File: config.mk
export PLATFORM = sky130hd
export DESIGN_NAME = keyed_ratio_calibration_table
export DESIGN_NICKNAME = d
export VERILOG_FILES = /design/src/design/krct_pkg.sv /design/src/design/krct_ram.sv /design/src/design/krct_div.sv /design/src/design/krct_datapath.sv /design/src/design/krct_ctrl.sv /design/src/design/keyed_ratio_calibration_table.sv
export VERILOG_INCLUDE_DIRS = /design/src /design/src/design
export SDC_FILE = /design/constraint.sdc
export NUM_CORES = 2
export LEC_CHECK = 0
export BUFFER_PORTS_ARGS = -buffer_cell sky130_fd_sc_hd__buf_4
export CAP_MARGIN = 10
export CORE_MARGIN = 3
export CORE_UTILIZATION = 53
export CTS_BUF_LIST = sky130_fd_sc_hd__clkbuf_4
export DETAILED_ROUTE_END_ITERATION = 12
export PLACE_DENSITY = 0.69
export SETUP_SLACK_MARGIN = 0.2
export SLEW_MARGIN = 10
export SYNTH_ARGS = -nofsm -noshare
export SYNTH_HDL_FRONTEND = slang
export SYNTH_SLANG_ARGS = --single-unit
File: constraint.sdc
create_clock -name clk -period 9.1 [get_ports clk]
set_input_delay 0.91 -clock clk [delete_from_list [all_inputs] [get_ports clk]]
set_output_delay 0.91 -clock clk [all_outputs]
set_load 0.01 [all_outputs]
File: src/design/assert_macros.svh
// Assertion helpers used by krct_ctrl
`ifndef ASSERT_MACROS_SVH
`define ASSERT_MACROS_SVH

// Implication checked on every clock edge outside reset
`define ASSERT_IMPL(label, clk, rst_n, ante, cons, msg) \
    label: assert property (@(posedge clk) disable iff (!rst_n) (ante) |-> (cons)) \
        else $error(msg);

// Next-cycle implication
`define ASSERT_NEXT(label, clk, rst_n, ante, cons, msg) \
    label: assert property (@(posedge clk) disable iff (!rst_n) (ante) |=> (cons)) \
        else $error(msg);

`endif

File: src/design/krct_pkg.sv
// ----------------------------------------------------------------------------
// krct_pkg
// Shared types and constants for the keyed ratio calibration table.
// ----------------------------------------------------------------------------
`default_nettype none

package krct_pkg;

    localparam int TABLE_ENTRIES_DEF = 32;
    localparam int KEY_BITS_DEF      = 64;
    localparam int FRAC_BITS_DEF     = 16;

    localparam int RATIO_W = 24;
    localparam int COUNT_W = 32;
    localparam int WIN_W   = 8;
    localparam int STAT_W  = 3;
    localparam int CFG_IDX_W = 2;

    localparam logic [CFG_IDX_W-1:0] CFG_FLOOR   = 2'd0;
    localparam logic [CFG_IDX_W-1:0] CFG_CEILING = 2'd1;
    localparam logic [CFG_IDX_W-1:0] CFG_WINDOW  = 2'd2;

    localparam logic [STAT_W-1:0] ST_UPDATED = 3'd0;
    localparam logic [STAT_W-1:0] ST_IGNORED = 3'd1;
    localparam logic [STAT_W-1:0] ST_FULL    = 3'd2;
    localparam logic [STAT_W-1:0] ST_FOUND   = 3'd3;
    localparam logic [STAT_W-1:0] ST_DEFAULT = 3'd4;

    localparam logic CMD_OBSERVE = 1'b0;
    localparam logic CMD_QUERY   = 1'b1;

    // controller -> datapath
    typedef struct packed {
        logic load;       // capture input item
        logic div_start;  // launch divider
        logic scan_clr;   // reset scan index
        logic scan_step;  // latch compare; advance index on a miss
        logic rd_issue;   // read entry at scan index
        logic blend_pre;  // form weight and difference
        logic blend_start;
        logic commit;     // write entry; bump fill on a new key
        logic set_result; // form result
    } krct_cmd_t;

    // datapath -> controller
    typedef struct packed {
        logic div_done;
        logic smp_done;   // sample division finished for this item
        logic is_query;
        logic ignore;     // zero operand or out of band
        logic scan_end;   // index reached fill count
        logic hit;        // registered compare of issued read
        logic full;
    } krct_stat_t;

endpackage

`default_nettype wire

File: src/design/krct_ram.sv
// ----------------------------------------------------------------------------
// krct_ram
// Generic simple dual-port RAM (one write port, one read port) with registered read.
// ----------------------------------------------------------------------------
`default_nettype none

module krct_ram #(
    parameter int WIDTH = 8,
    parameter int DEPTH = 32
) (
    input  wire logic                     clk,
    input  wire logic                     we,
    input  wire logic [$clog2(DEPTH)-1:0] waddr,
    input  wire logic [WIDTH-1:0]         wdata,
    input  wire logic [$clog2(DEPTH)-1:0] raddr,
    output logic      [WIDTH-1:0]         rdata
);

    logic [WIDTH-1:0] mem [DEPTH];

    always_ff @(posedge clk)
    begin
        if (we)
        begin
            mem[waddr] <= wdata;
        end
        rdata <= mem[raddr];
    end

endmodule

`default_nettype wire

File: src/design/krct_div.sv
// ----------------------------------------------------------------------------
// krct_div
// Radix-2 restoring divider, one quotient bit per cycle.
// ----------------------------------------------------------------------------
`default_nettype none

module krct_div
    import krct_pkg::*;
#(
    parameter int N_W = 56,
    parameter int D_W = 32
) (
    input  wire logic           clk,
    input  wire logic           rst_n,
    input  wire logic           start,
    input  wire logic [N_W-1:0] num,
    input  wire logic [D_W-1:0] den,
    output logic                done,
    output logic      [N_W-1:0] quo
);

    localparam int CNT_W = $clog2(N_W + 1);

    logic [N_W-1:0]   quo_reg, quo_next;
    logic [D_W:0]     rem_reg, rem_next;
    logic [D_W-1:0]   den_reg;
    logic [CNT_W-1:0] cnt_reg, cnt_next;
    logic             busy_reg, busy_next;
    logic             done_reg, done_next;
    logic [D_W:0]     trial;

    always_comb
    begin
        quo_next  = quo_reg;
        rem_next  = rem_reg;
        cnt_next  = cnt_reg;
        busy_next = busy_reg;
        done_next = 1'b0;
        trial     = {rem_reg[D_W-1:0], quo_reg[N_W-1]};
        if (start)
        begin
            quo_next  = num;
            rem_next  = '0;
            cnt_next  = CNT_W'(N_W);
            busy_next = 1'b1;
        end
        else if (busy_reg)
        begin
            if (trial >= {1'b0, den_reg})
            begin
                rem_next = trial - {1'b0, den_reg};
                quo_next = {quo_reg[N_W-2:0], 1'b1};
            end
            else
            begin
                rem_next = trial;
                quo_next = {quo_reg[N_W-2:0], 1'b0};
            end
            cnt_next = cnt_reg - 1'b1;
            if (cnt_reg == CNT_W'(1))
            begin
                busy_next = 1'b0;
                done_next = 1'b1;
            end
        end
    end

    always_ff @(posedge clk or negedge rst_n)
    begin
        if (!rst_n)
        begin
            busy_reg <= 1'b0;
            done_reg <= 1'b0;
            cnt_reg  <= '0;
        end
        else
        begin
            busy_reg <= busy_next;
            done_reg <= done_next;
            cnt_reg  <= cnt_next;
        end
    end

    always_ff @(posedge clk)
    begin
        quo_reg <= quo_next;
        rem_reg <= rem_next;
        if (start)
        begin
            den_reg <= den;
        end
    end

    assign done = done_reg;
    assign quo  = quo_reg;

endmodule

`default_nettype wire

File: src/design/krct_datapath.sv
// ----------------------------------------------------------------------------
// krct_datapath
// Item registers, divider, table memories, scan and blend arithmetic.
// ----------------------------------------------------------------------------
`default_nettype none

module krct_datapath
    import krct_pkg::*;
#(
    parameter int TABLE_ENTRIES = TABLE_ENTRIES_DEF,
    parameter int KEY_BITS      = KEY_BITS_DEF,
    parameter int FRAC_BITS     = FRAC_BITS_DEF
) (
    input  wire logic               clk,
    input  wire logic               rst_n,
    input  wire krct_cmd_t          ctl,
    output krct_stat_t              stat,
    input  wire logic               cmd,
    input  wire logic [63:0]        key,
    input  wire logic [31:0]        real_count,
    input  wire logic [31:0]        est_count,
    input  wire logic [RATIO_W-1:0] ratio_floor,
    input  wire logic [RATIO_W-1:0] ratio_ceiling,
    input  wire logic [WIN_W-1:0]   window_len,
    output logic      [RATIO_W-1:0] ratio_out,
    output logic      [COUNT_W-1:0] sample_total,
    output logic      [STAT_W-1:0]  status
);

    localparam int IDX_W  = (TABLE_ENTRIES > 1) ? $clog2(TABLE_ENTRIES) : 1;
    localparam int FILL_W = $clog2(TABLE_ENTRIES + 1);
    localparam int QN_W   = 32 + FRAC_BITS;
    localparam logic [RATIO_W-1:0] ONE_RATIO =
        (FRAC_BITS >= RATIO_W) ? {RATIO_W{1'b1}} : RATIO_W'(1 << FRAC_BITS);

    logic                 cmd_reg;
    logic [KEY_BITS-1:0]  key_reg;
    logic [31:0]          real_reg, est_reg;
    logic [FILL_W-1:0]    fill_reg;
    logic [FILL_W-1:0]    idx_reg;
    logic                 hit_reg;
    logic                 zero_op;
    logic                 ignore_reg;
    logic                 smp_done_reg;
    logic [RATIO_W-1:0]   sample_reg;
    logic [RATIO_W-1:0]   mag_reg;
    logic                 neg_reg;
    logic [WIN_W:0]       wdiv_reg;
    logic                 fresh_reg;
    logic [RATIO_W-1:0]   new_ratio;
    logic [COUNT_W-1:0]   new_count;
    logic [RATIO_W-1:0]   ratio_reg;
    logic [COUNT_W-1:0]   total_reg;
    logic [STAT_W-1:0]    status_reg;
    logic [IDX_W-1:0]     addr;

    logic [KEY_BITS-1:0]  key_rd;
    logic [RATIO_W-1:0]   ratio_rd;
    logic [COUNT_W-1:0]   count_rd;

    logic                 div_start;
    logic [QN_W-1:0]      div_num;
    logic [31:0]          div_den;
    logic                 div_done;
    logic [QN_W-1:0]      div_quo;
    logic                 blend_phase_reg;
    logic [RATIO_W:0]     blended;
    logic [WIN_W-1:0]     n_w;

    // compare valid in the cycle after a read issue
    logic                 rd_pend_reg;
    logic                 stat_hit_now;

    // the one divider serves both the sample division and the blend weight
    assign div_start = ctl.div_start | ctl.blend_start;
    assign div_num   = ctl.blend_start ? QN_W'(mag_reg) : {real_reg, {FRAC_BITS{1'b0}}};
    assign div_den   = ctl.blend_start ? 32'(wdiv_reg) : est_reg;

    krct_div #(.N_W(QN_W), .D_W(32)) u_div (
        .clk   (clk),
        .rst_n (rst_n),
        .start (div_start),
        .num   (div_num),
        .den   (div_den),
        .done  (div_done),
        .quo   (div_quo)
    );

    assign addr = ctl.commit ? IDX_W'(idx_reg) : IDX_W'(idx_reg);

    krct_ram #(.WIDTH(KEY_BITS), .DEPTH(TABLE_ENTRIES)) u_key_ram (
        .clk (clk), .we (ctl.commit & ~hit_reg), .waddr (addr),
        .wdata (key_reg), .raddr (addr), .rdata (key_rd)
    );
    krct_ram #(.WIDTH(RATIO_W), .DEPTH(TABLE_ENTRIES)) u_ratio_ram (
        .clk (clk), .we (ctl.commit), .waddr (addr),
        .wdata (new_ratio), .raddr (addr), .rdata (ratio_rd)
    );
    krct_ram #(.WIDTH(COUNT_W), .DEPTH(TABLE_ENTRIES)) u_count_ram (
        .clk (clk), .we (ctl.commit), .waddr (addr),
        .wdata (new_count), .raddr (addr), .rdata (count_rd)
    );

    assign zero_op = (real_reg == '0) || (est_reg == '0);

    // blend result: sample if fresh, else ratio +/- quotient, then floor-first clamp; also next count and window
    always_comb
    begin
        if (fresh_reg)
        begin
            blended = {1'b0, sample_reg};
        end
        else if (neg_reg)
        begin
            blended = {1'b0, ratio_rd} - (RATIO_W+1)'(div_quo);
        end
        else
        begin
            blended = {1'b0, ratio_rd} + (RATIO_W+1)'(div_quo);
        end
        if (blended < {1'b0, ratio_floor})
        begin
            new_ratio = ratio_floor;
        end
        else if (blended > {1'b0, ratio_ceiling})
        begin
            new_ratio = ratio_ceiling;
        end
        else
        begin
            new_ratio = blended[RATIO_W-1:0];
        end
        if (!hit_reg)
        begin
            new_count = COUNT_W'(1);
        end
        else if (count_rd == {COUNT_W{1'b1}})
        begin
            new_count = count_rd;
        end
        else
        begin
            new_count = count_rd + 1'b1;
        end
        n_w = (count_rd < COUNT_W'(window_len)) ? count_rd[WIN_W-1:0] : window_len;
    end

    always_ff @(posedge clk or negedge rst_n)
    begin
        if (!rst_n)
        begin
            fill_reg <= '0;
        end
        else if (ctl.commit && !hit_reg)
        begin
            fill_reg <= fill_reg + 1'b1;
        end
    end

    always_ff @(posedge clk)
    begin
        if (ctl.load)
        begin
            cmd_reg  <= cmd;
            key_reg  <= key[KEY_BITS-1:0];
            real_reg <= real_count;
            est_reg  <= est_count;
        end
        // a late done from an abandoned division is dropped by the restart
        if (ctl.div_start)
        begin
            ignore_reg   <= zero_op;
            smp_done_reg <= 1'b0;
        end
        else if (div_done && !blend_phase_reg)
        begin
            // sample must fit in 24 bits when in band since ceiling is 24 bits
            sample_reg   <= div_quo[RATIO_W-1:0];
            smp_done_reg <= 1'b1;
            if (div_quo < QN_W'(ratio_floor) || div_quo > QN_W'(ratio_ceiling))
            begin
                ignore_reg <= 1'b1;
            end
        end
        if (ctl.div_start)
        begin
            blend_phase_reg <= 1'b0;
        end
        else if (ctl.blend_start)
        begin
            blend_phase_reg <= 1'b1;
        end
        if (ctl.scan_clr)
        begin
            idx_reg <= '0;
            hit_reg <= 1'b0;
        end
        else if (ctl.scan_step)
        begin
            // index stays on the matching entry
            if (stat_hit_now)
            begin
                hit_reg <= 1'b1;
            end
            else
            begin
                idx_reg <= idx_reg + 1'b1;
            end
        end
        if (ctl.blend_pre)
        begin
            fresh_reg <= !hit_reg || (count_rd == '0);
            neg_reg   <= sample_reg < ratio_rd;
            mag_reg   <= (sample_reg < ratio_rd) ? ratio_rd - sample_reg
                                                 : sample_reg - ratio_rd;
            wdiv_reg  <= {1'b0, n_w} + 1'b1;
        end
        if (ctl.set_result)
        begin
            if (cmd_reg == CMD_QUERY || ignore_reg)
            begin
                if (hit_reg && count_rd != '0 && ratio_rd != '0)
                begin
                    ratio_reg  <= ratio_rd;
                    total_reg  <= count_rd;
                    status_reg <= (cmd_reg == CMD_QUERY) ? ST_FOUND : ST_IGNORED;
                end
                else
                begin
                    ratio_reg  <= ONE_RATIO;
                    total_reg  <= hit_reg ? count_rd : '0;
                    status_reg <= (cmd_reg == CMD_QUERY) ? ST_DEFAULT : ST_IGNORED;
                end
            end
            else if (!hit_reg && fill_reg >= FILL_W'(TABLE_ENTRIES))
            begin
                ratio_reg  <= ONE_RATIO;
                total_reg  <= '0;
                status_reg <= ST_FULL;
            end
            else
            begin
                ratio_reg  <= new_ratio;
                total_reg  <= new_count;
                status_reg <= ST_UPDATED;
            end
        end
    end

    always_ff @(posedge clk or negedge rst_n)
    begin
        if (!rst_n)
        begin
            rd_pend_reg <= 1'b0;
        end
        else
        begin
            rd_pend_reg <= ctl.rd_issue;
        end
    end

    assign stat_hit_now = rd_pend_reg && (key_rd == key_reg);

    assign stat.div_done = div_done;
    assign stat.smp_done = smp_done_reg;
    assign stat.is_query = cmd_reg;
    assign stat.ignore   = ignore_reg;
    assign stat.scan_end = (idx_reg >= fill_reg);
    assign stat.hit      = hit_reg;
    assign stat.full     = (fill_reg >= FILL_W'(TABLE_ENTRIES));

    assign ratio_out    = ratio_reg;
    assign sample_total = total_reg;
    assign status       = status_reg;

endmodule

`default_nettype wire

File: src/design/krct_ctrl.sv
// ----------------------------------------------------------------------------
// krct_ctrl
// Sequencer: sample division, key scan, blend division, commit, output.
// ----------------------------------------------------------------------------
`default_nettype none

`include "assert_macros.svh"

module krct_ctrl
    import krct_pkg::*;
(
    input  wire logic       clk,
    input  wire logic       rst_n,
    input  wire logic       s_valid,
    output logic            s_ready,
    output logic            m_valid,
    input  wire logic       m_ready,
    output krct_cmd_t       ctl,
    input  wire krct_stat_t stat
);

    typedef enum logic [10:0] {
        S_IDLE   = 11'b00000000001,
        S_DIV    = 11'b00000000010,
        S_SCAN   = 11'b00000000100,
        S_WAIT   = 11'b00000001000,
        S_CMP    = 11'b00000010000,
        S_PRE    = 11'b00000100000,
        S_BDIV   = 11'b00001000000,
        S_BWAIT  = 11'b00010000000,
        S_COMMIT = 11'b00100000000,
        S_RES    = 11'b01000000000,
        S_OUT    = 11'b10000000000
    } state_t;

    state_t state_reg, state_next;
    logic   out_reg, out_next;

    always_comb
    begin
        state_next = state_reg;
        out_next   = out_reg;
        ctl        = '0;
        if (out_reg && m_ready)
        begin
            out_next = 1'b0;
        end
        unique case (state_reg)
            S_IDLE:
            begin
                // the result register must be free before a new item starts
                if (s_valid && !out_reg)
                begin
                    ctl.load   = 1'b1;
                    state_next = S_DIV;
                end
            end
            S_DIV:
            begin
                ctl.div_start = 1'b1;
                ctl.scan_clr  = 1'b1;
                state_next    = S_SCAN;
            end
            S_SCAN:
            begin
                // divider runs concurrently with the scan
                if (stat.hit || stat.scan_end)
                begin
                    state_next = S_WAIT;
                end
                else
                begin
                    ctl.rd_issue = 1'b1;
                    state_next   = S_CMP;
                end
            end
            S_CMP:
            begin
                // compare lands in hit this edge; index advances on a miss
                ctl.scan_step = 1'b1;
                state_next    = S_SCAN;
            end
            S_WAIT:
            begin
                if (stat.smp_done || stat.is_query)
                begin
                    state_next = S_PRE;
                end
                else
                begin
                    state_next = S_BWAIT;
                end
            end
            S_BWAIT:
            begin
                if (stat.smp_done)
                begin
                    state_next = S_PRE;
                end
            end
            S_PRE:
            begin
                if (stat.is_query || stat.ignore || (!stat.hit && stat.full))
                begin
                    ctl.set_result = 1'b1;
                    state_next     = S_OUT;
                end
                else
                begin
                    ctl.blend_pre = 1'b1;
                    state_next    = S_BDIV;
                end
            end
            S_BDIV:
            begin
                ctl.blend_start = 1'b1;
                state_next      = S_COMMIT;
            end
            S_COMMIT:
            begin
                if (stat.div_done)
                begin
                    ctl.set_result = 1'b1;
                    ctl.commit     = 1'b1;
                    state_next     = S_RES;
                end
            end
            S_RES:
            begin
                state_next = S_OUT;
            end
            S_OUT:
            begin
                if (!out_reg || m_ready)
                begin
                    out_next   = 1'b1;
                    state_next = S_IDLE;
                end
            end
            default:
            begin
                state_next = S_IDLE;
            end
        endcase
    end

    always_ff @(posedge clk or negedge rst_n)
    begin
        if (!rst_n)
        begin
            state_reg <= S_IDLE;
            out_reg   <= 1'b0;
        end
        else
        begin
            state_reg <= state_next;
            out_reg   <= out_next;
        end
    end

    assign s_ready = (state_reg == S_IDLE) && !out_reg;
    assign m_valid = out_reg;

    `ASSERT_NEXT(a_out_hold, clk, rst_n, m_valid && !m_ready, m_valid,
        "result dropped under stall")
    `ASSERT_IMPL(a_commit_state, clk, rst_n, ctl.commit, state_reg == S_COMMIT,
        "commit outside commit state")
    `ASSERT_IMPL(a_one_start, clk, rst_n, ctl.div_start, !ctl.blend_start,
        "two divider starts")

endmodule

`default_nettype wire

File: src/design/keyed_ratio_calibration_table.sv
// ----------------------------------------------------------------------------
// keyed_ratio_calibration_table
// Per-key ratio estimates with windowed blending, observe and query items.
// ----------------------------------------------------------------------------
// Usage:
//   s_axis carries one item: tdata = {est_count, real_count, key}, tuser = cmd
//   (0 observe, 1 query). m_axis returns exactly one result per item:
//   tdata = {status, sample_total, ratio_out}.
//   Items are handled one at a time. The sample divide runs alongside the key
//   scan; an observe that updates then adds the weight divide.
//   The result register holds while m_axis_tready is low, and s_axis_tready
//   stays low until the waiting result is taken, so a stalled receiver
//   stalls the input.
//   Reset empties the table (fill count to zero) and loads register defaults.
//   Config writes (cfg_we/cfg_index/cfg_data) are taken any cycle; write only
//   while idle.
// ----------------------------------------------------------------------------
`default_nettype none

module keyed_ratio_calibration_table
    import krct_pkg::*;
#(
    parameter int TABLE_ENTRIES = TABLE_ENTRIES_DEF,
    parameter int KEY_BITS      = KEY_BITS_DEF,
    parameter int FRAC_BITS     = FRAC_BITS_DEF
) (
    input  wire logic                 clk,
    input  wire logic                 rst_n,
    input  wire logic                 s_axis_tvalid,
    output logic                      s_axis_tready,
    input  wire logic [127:0]         s_axis_tdata,  // key, real_count, est_count
    input  wire logic                 s_axis_tuser,  // cmd
    output logic                      m_axis_tvalid,
    input  wire logic                 m_axis_tready,
    output logic      [63:0]          m_axis_tdata,  // ratio_out, sample_total, status, pad
    input  wire logic                 cfg_we,
    input  wire logic [CFG_IDX_W-1:0] cfg_index,
    input  wire logic [RATIO_W-1:0]   cfg_data
);

    logic [RATIO_W-1:0] floor_reg, ceil_reg;
    logic [WIN_W-1:0]   win_reg;
    krct_cmd_t          ctl;
    krct_stat_t         stat;
    logic [RATIO_W-1:0] ratio_out;
    logic [COUNT_W-1:0] sample_total;
    logic [STAT_W-1:0]  status;

    always_ff @(posedge clk or negedge rst_n)
    begin
        if (!rst_n)
        begin
            floor_reg <= RATIO_W'(16384);
            ceil_reg  <= RATIO_W'(262144);
            win_reg   <= WIN_W'(16);
        end
        else if (cfg_we)
        begin
            unique case (cfg_index)
                CFG_FLOOR:   floor_reg <= cfg_data;
                CFG_CEILING: ceil_reg  <= cfg_data;
                CFG_WINDOW:  win_reg   <= cfg_data[WIN_W-1:0];
                default:     ;
            endcase
        end
    end

    krct_ctrl u_ctrl (
        .clk     (clk),
        .rst_n   (rst_n),
        .s_valid (s_axis_tvalid),
        .s_ready (s_axis_tready),
        .m_valid (m_axis_tvalid),
        .m_ready (m_axis_tready),
        .ctl     (ctl),
        .stat    (stat)
    );

    krct_datapath #(
        .TABLE_ENTRIES (TABLE_ENTRIES),
        .KEY_BITS      (KEY_BITS),
        .FRAC_BITS     (FRAC_BITS)
    ) u_dp (
        .clk           (clk),
        .rst_n         (rst_n),
        .ctl           (ctl),
        .stat          (stat),
        .cmd           (s_axis_tuser),
        .key           (s_axis_tdata[63:0]),
        .real_count    (s_axis_tdata[95:64]),
        .est_count     (s_axis_tdata[127:96]),
        .ratio_floor   (floor_reg),
        .ratio_ceiling (ceil_reg),
        .window_len    (win_reg),
        .ratio_out     (ratio_out),
        .sample_total  (sample_total),
        .status        (status)
    );

    assign m_axis_tdata = {5'd0, status, sample_total, ratio_out};

endmodule

`default_nettype wire
==> metrics.yaml <==
worstSetupEndpointType: "flip-flop"
cts.sinks: 4412
hold_ws_ns: 0.216
area_growth_pct: 15.1
worst_pin_slew_ns: 1.25
cts_htree_levels: 7
synth_top_family_by_area: "multiplexers"
status: "finished clean"
synthArstFlopShare: 0.0188
avgSynthCellArea_um2: 19.8
maxSlewViolCount: 0
min_path_type: "primary input to flip-flop"
place_congestion: 0.935
synthXorXnorAreaFrac: 0.0102
setup_viol: 0
vias: 97231
die_width_um: 578
cp-start-kind: "flip-flop"
via_per_inst: 6.30
p_total_mw: 45.0
ant_nets: 0
p_per_area_nw_per_um2: 225
top_register: "u_dp.u_key_ram.mem"
grt_antenna_before_repair: 9
slowest_delay_ns: 0.95
p_leak_nw: 67.8
crit_family: "compound AO/OA/AOI/OAI gates"
clkTransAtPathRegs_ns: 0.06
fp.dieH_um: 578
crit_fanout: 32
required_ns: 10.26
start_util: 0.534
max_cap_violations: 0
cts_inserted_buffers: 1166
synth-compound-area-share: 0.0449
synth_area_leaders: "edfxtp_1, mux4_2, a22oi_1"
syn_area_um2: 173000
path_class: "flip-flop to flip-flop"
crit_chain: "or3_1, or3_1, nor3_1, and2_1, nor2_1, xnor2_1, ha_1, and3_1, a31o_2, a41oi_1, o21ai_0, xnor2_1, o21ai_0, ha_1, a21o_1, a21o_1, a21oi_1, o211ai_1, o21a_1, nor4_4, buf_4, mux2i_1, o21ai_2"
dp_hpwl_um: 246000
synthAdderAreaFrac: 0.0165
period_minus_slack_ns: 7.97
finalCritPeriodShare: 0.876
grt-ovfl-total: 0
synth_flop_cell: "edfxtp_1"
yosysMostFrequentCell: "edfxtp_1"
fin_tns_setup_ns: 0
largest_reg_flops: 2048
grt_pass1_vias: 98492
yosys-top-cells-count: "edfxtp_1, mux4_2, a22oi_1, clkbuf_1, nand2_1"
critPathSlowestCell: "o21ai_2"
post_cts_buffers: 0
yosys.area_share.simple: 0.0304
clkLatencyLatePin_ns: 1.67
rsz0062_at_grt: "false"
io_pins: 226
ff2ff_path_depth: 23
cp_num_buf_inv: 1
drt_iter0_markers: 12647
grt_max_degree: 141
rows: 209
synth_edf_count: 4168
synth-seq-cells: 4412
clock-skew-final_ns: 0.166
core_area_um2: 325000
slew_headroom: 0.165
ys_warn_count: 0
hold_viol_final: 0
synth_mux_area_frac: 0.131
synth_cells: 8738
yosys.area.top_type: "edfxtp_1"
fmax_mhz: 125
fin_nets: 10707
cts-root-buf: "clkbuf_4"
yosysSeqAreaShare: 0.752
layout-drive-gt1-share: 0.309
drc: 0
crit_cells: 23
routed_wl_um: 467000
cts_buffer_depth: 5
firstDrtPassIters: 6
wire_per_inst_um: 30.3
port_buffers: 220
dieArea_um2: 334000
synth_top_area_share: 0.722
cts_tree: "yes"
grt_pass1_wl_um: 674000
synth.distinct_cells: 90
cp.arrival_ns: 9.13
grt.total_usage: 0.282
whs_path_depth: 4
reg_top3: "u_dp.u_key_ram.mem (2048), u_dp.u_count_ram.mem (1024), u_dp.u_ratio_ram.mem (768)"
ir_worst_vdd_mv: 0.182
logic make-up after synthesis:
group	after synthesis
compound gates	1149
xor+xnor	202
fa+ha+maj	226
buf+inv	646
flops	4412
mux	1071
other cells	1
simple gates	1031
cell usage in the layout (no fill, tap or decap), types with 13 or more instances in the layout:
master,Yosys,layout
diode_2,0,19
clkinv_2,0,14
nor2_4,0,66
nor3_1,44,42
xor2_1,97,97
nand3_1,52,52
mux2_2,43,43
xnor2_1,104,104
nand4_1,170,170
a21oi_1,175,170
mux4_2,960,960
a31oi_1,21,21
or3_1,27,27
o31ai_1,14,14
and2_1,42,40
o21ai_0,205,199
bufinv_16,0,20
nand2b_1,25,25
o21bai_1,18,18
nand2_1,255,254
mux2i_1,68,59
inv_1,212,211
a21o_1,61,61
a22o_1,21,21
buf_4,8,504
a211oi_1,18,18
and3_1,23,21
ha_1,222,222
dfxtp_1,161,159
dlygate4sd3_1,0,326
dfrtp_1,79,79
nor4_1,53,52
clkbuf_4,0,1706
clkinv_1,1,191
edfxtp_1,4168,4168
buf_12,1,13
o21a_1,23,23
a22oi_1,494,492
nor2_1,235,161
nor2b_1,32,32
worst paths after layout:
check                                        from                           to  slack (ns)
worst max-delay path            u_dp.u_div.quo[2]  u_dp.u_ratio_ram.mem[0][15]        1.13
worst min-delay path                 cfg_data[18]                floor_reg[18]        0.22
worst max register to register  u_dp.u_div.quo[2]  u_dp.u_ratio_ram.mem[0][15]        1.13
worst min register to register  u_dp.smp_done_reg          u_ctrl.state_reg[7]        0.46
max in group asynchronous                   rst_n                   win_reg[1]        7.77
min in group asynchronous                   rst_n                 ceil_reg[17]        0.41
through the flow:
step / std cells / util / worst slack (ns) / area (um^2)
final: 15444 / 0.614 / 1.13 / 200000
after detailed placement: 13150 / 0.560 / 1.13 / 182000
after global placement: 13150 / 0.560 / 1.08 / 182000
after floorplan: 8742 / - / 1.91 / 173000
after CTS: 15424 / 0.614 / 1.13 / 199000
after global routing: 15441 / 0.614 / 0.604 / 200000
layer usage:
| metal | GRT usage | share of wire |
|---|---|---|
| met5 | 0 | 0 |
| met4 | 0.109 | 0.028 |
| met3 | 0.0615 | 0.10 |
| met2 | 0.443 | 0.49 |
| met1 | 0.391 | 0.38 |
area by class of cell:
class | count | area [um^2]
Clock inverter | 241 | 1470
Antenna cell | 19 | 47.5
Sequential cell | 4412 | 130000
Fill cell | 22859 | 125000
Timing Repair Buffer | 844 | 7320
Tap cell | 4325 | 5410
Multi-Input combinational cell | 3684 | 41200
Inverter | 213 | 801
Clock buffer | 1706 | 12800
tightest hold or removal path: stages:
cell and delay (ns):
dlygate4sd3_1 0.52, buf_4 0.12, nand2_1 0.06, o21ai_0 0.08
what timing repair did:
action / 4_1_cts / 5_1_grt
endpoints found under the hold margin: 334 / 0
hold buffers: 327 / 0
resized for setup: 0 / 0
endpoints found under the setup margin: 0 / 0
power breakdown:
part | switching (mW) | internal [mW] | total (mW)
Combinational | 2.58 | 1.46 | 4.04
Clock | 7.76 | 9.10 | 16.9
Sequential | 0.573 | 23.5 | 24.1
No activity file was read; power rests on OpenSTA's default activity.
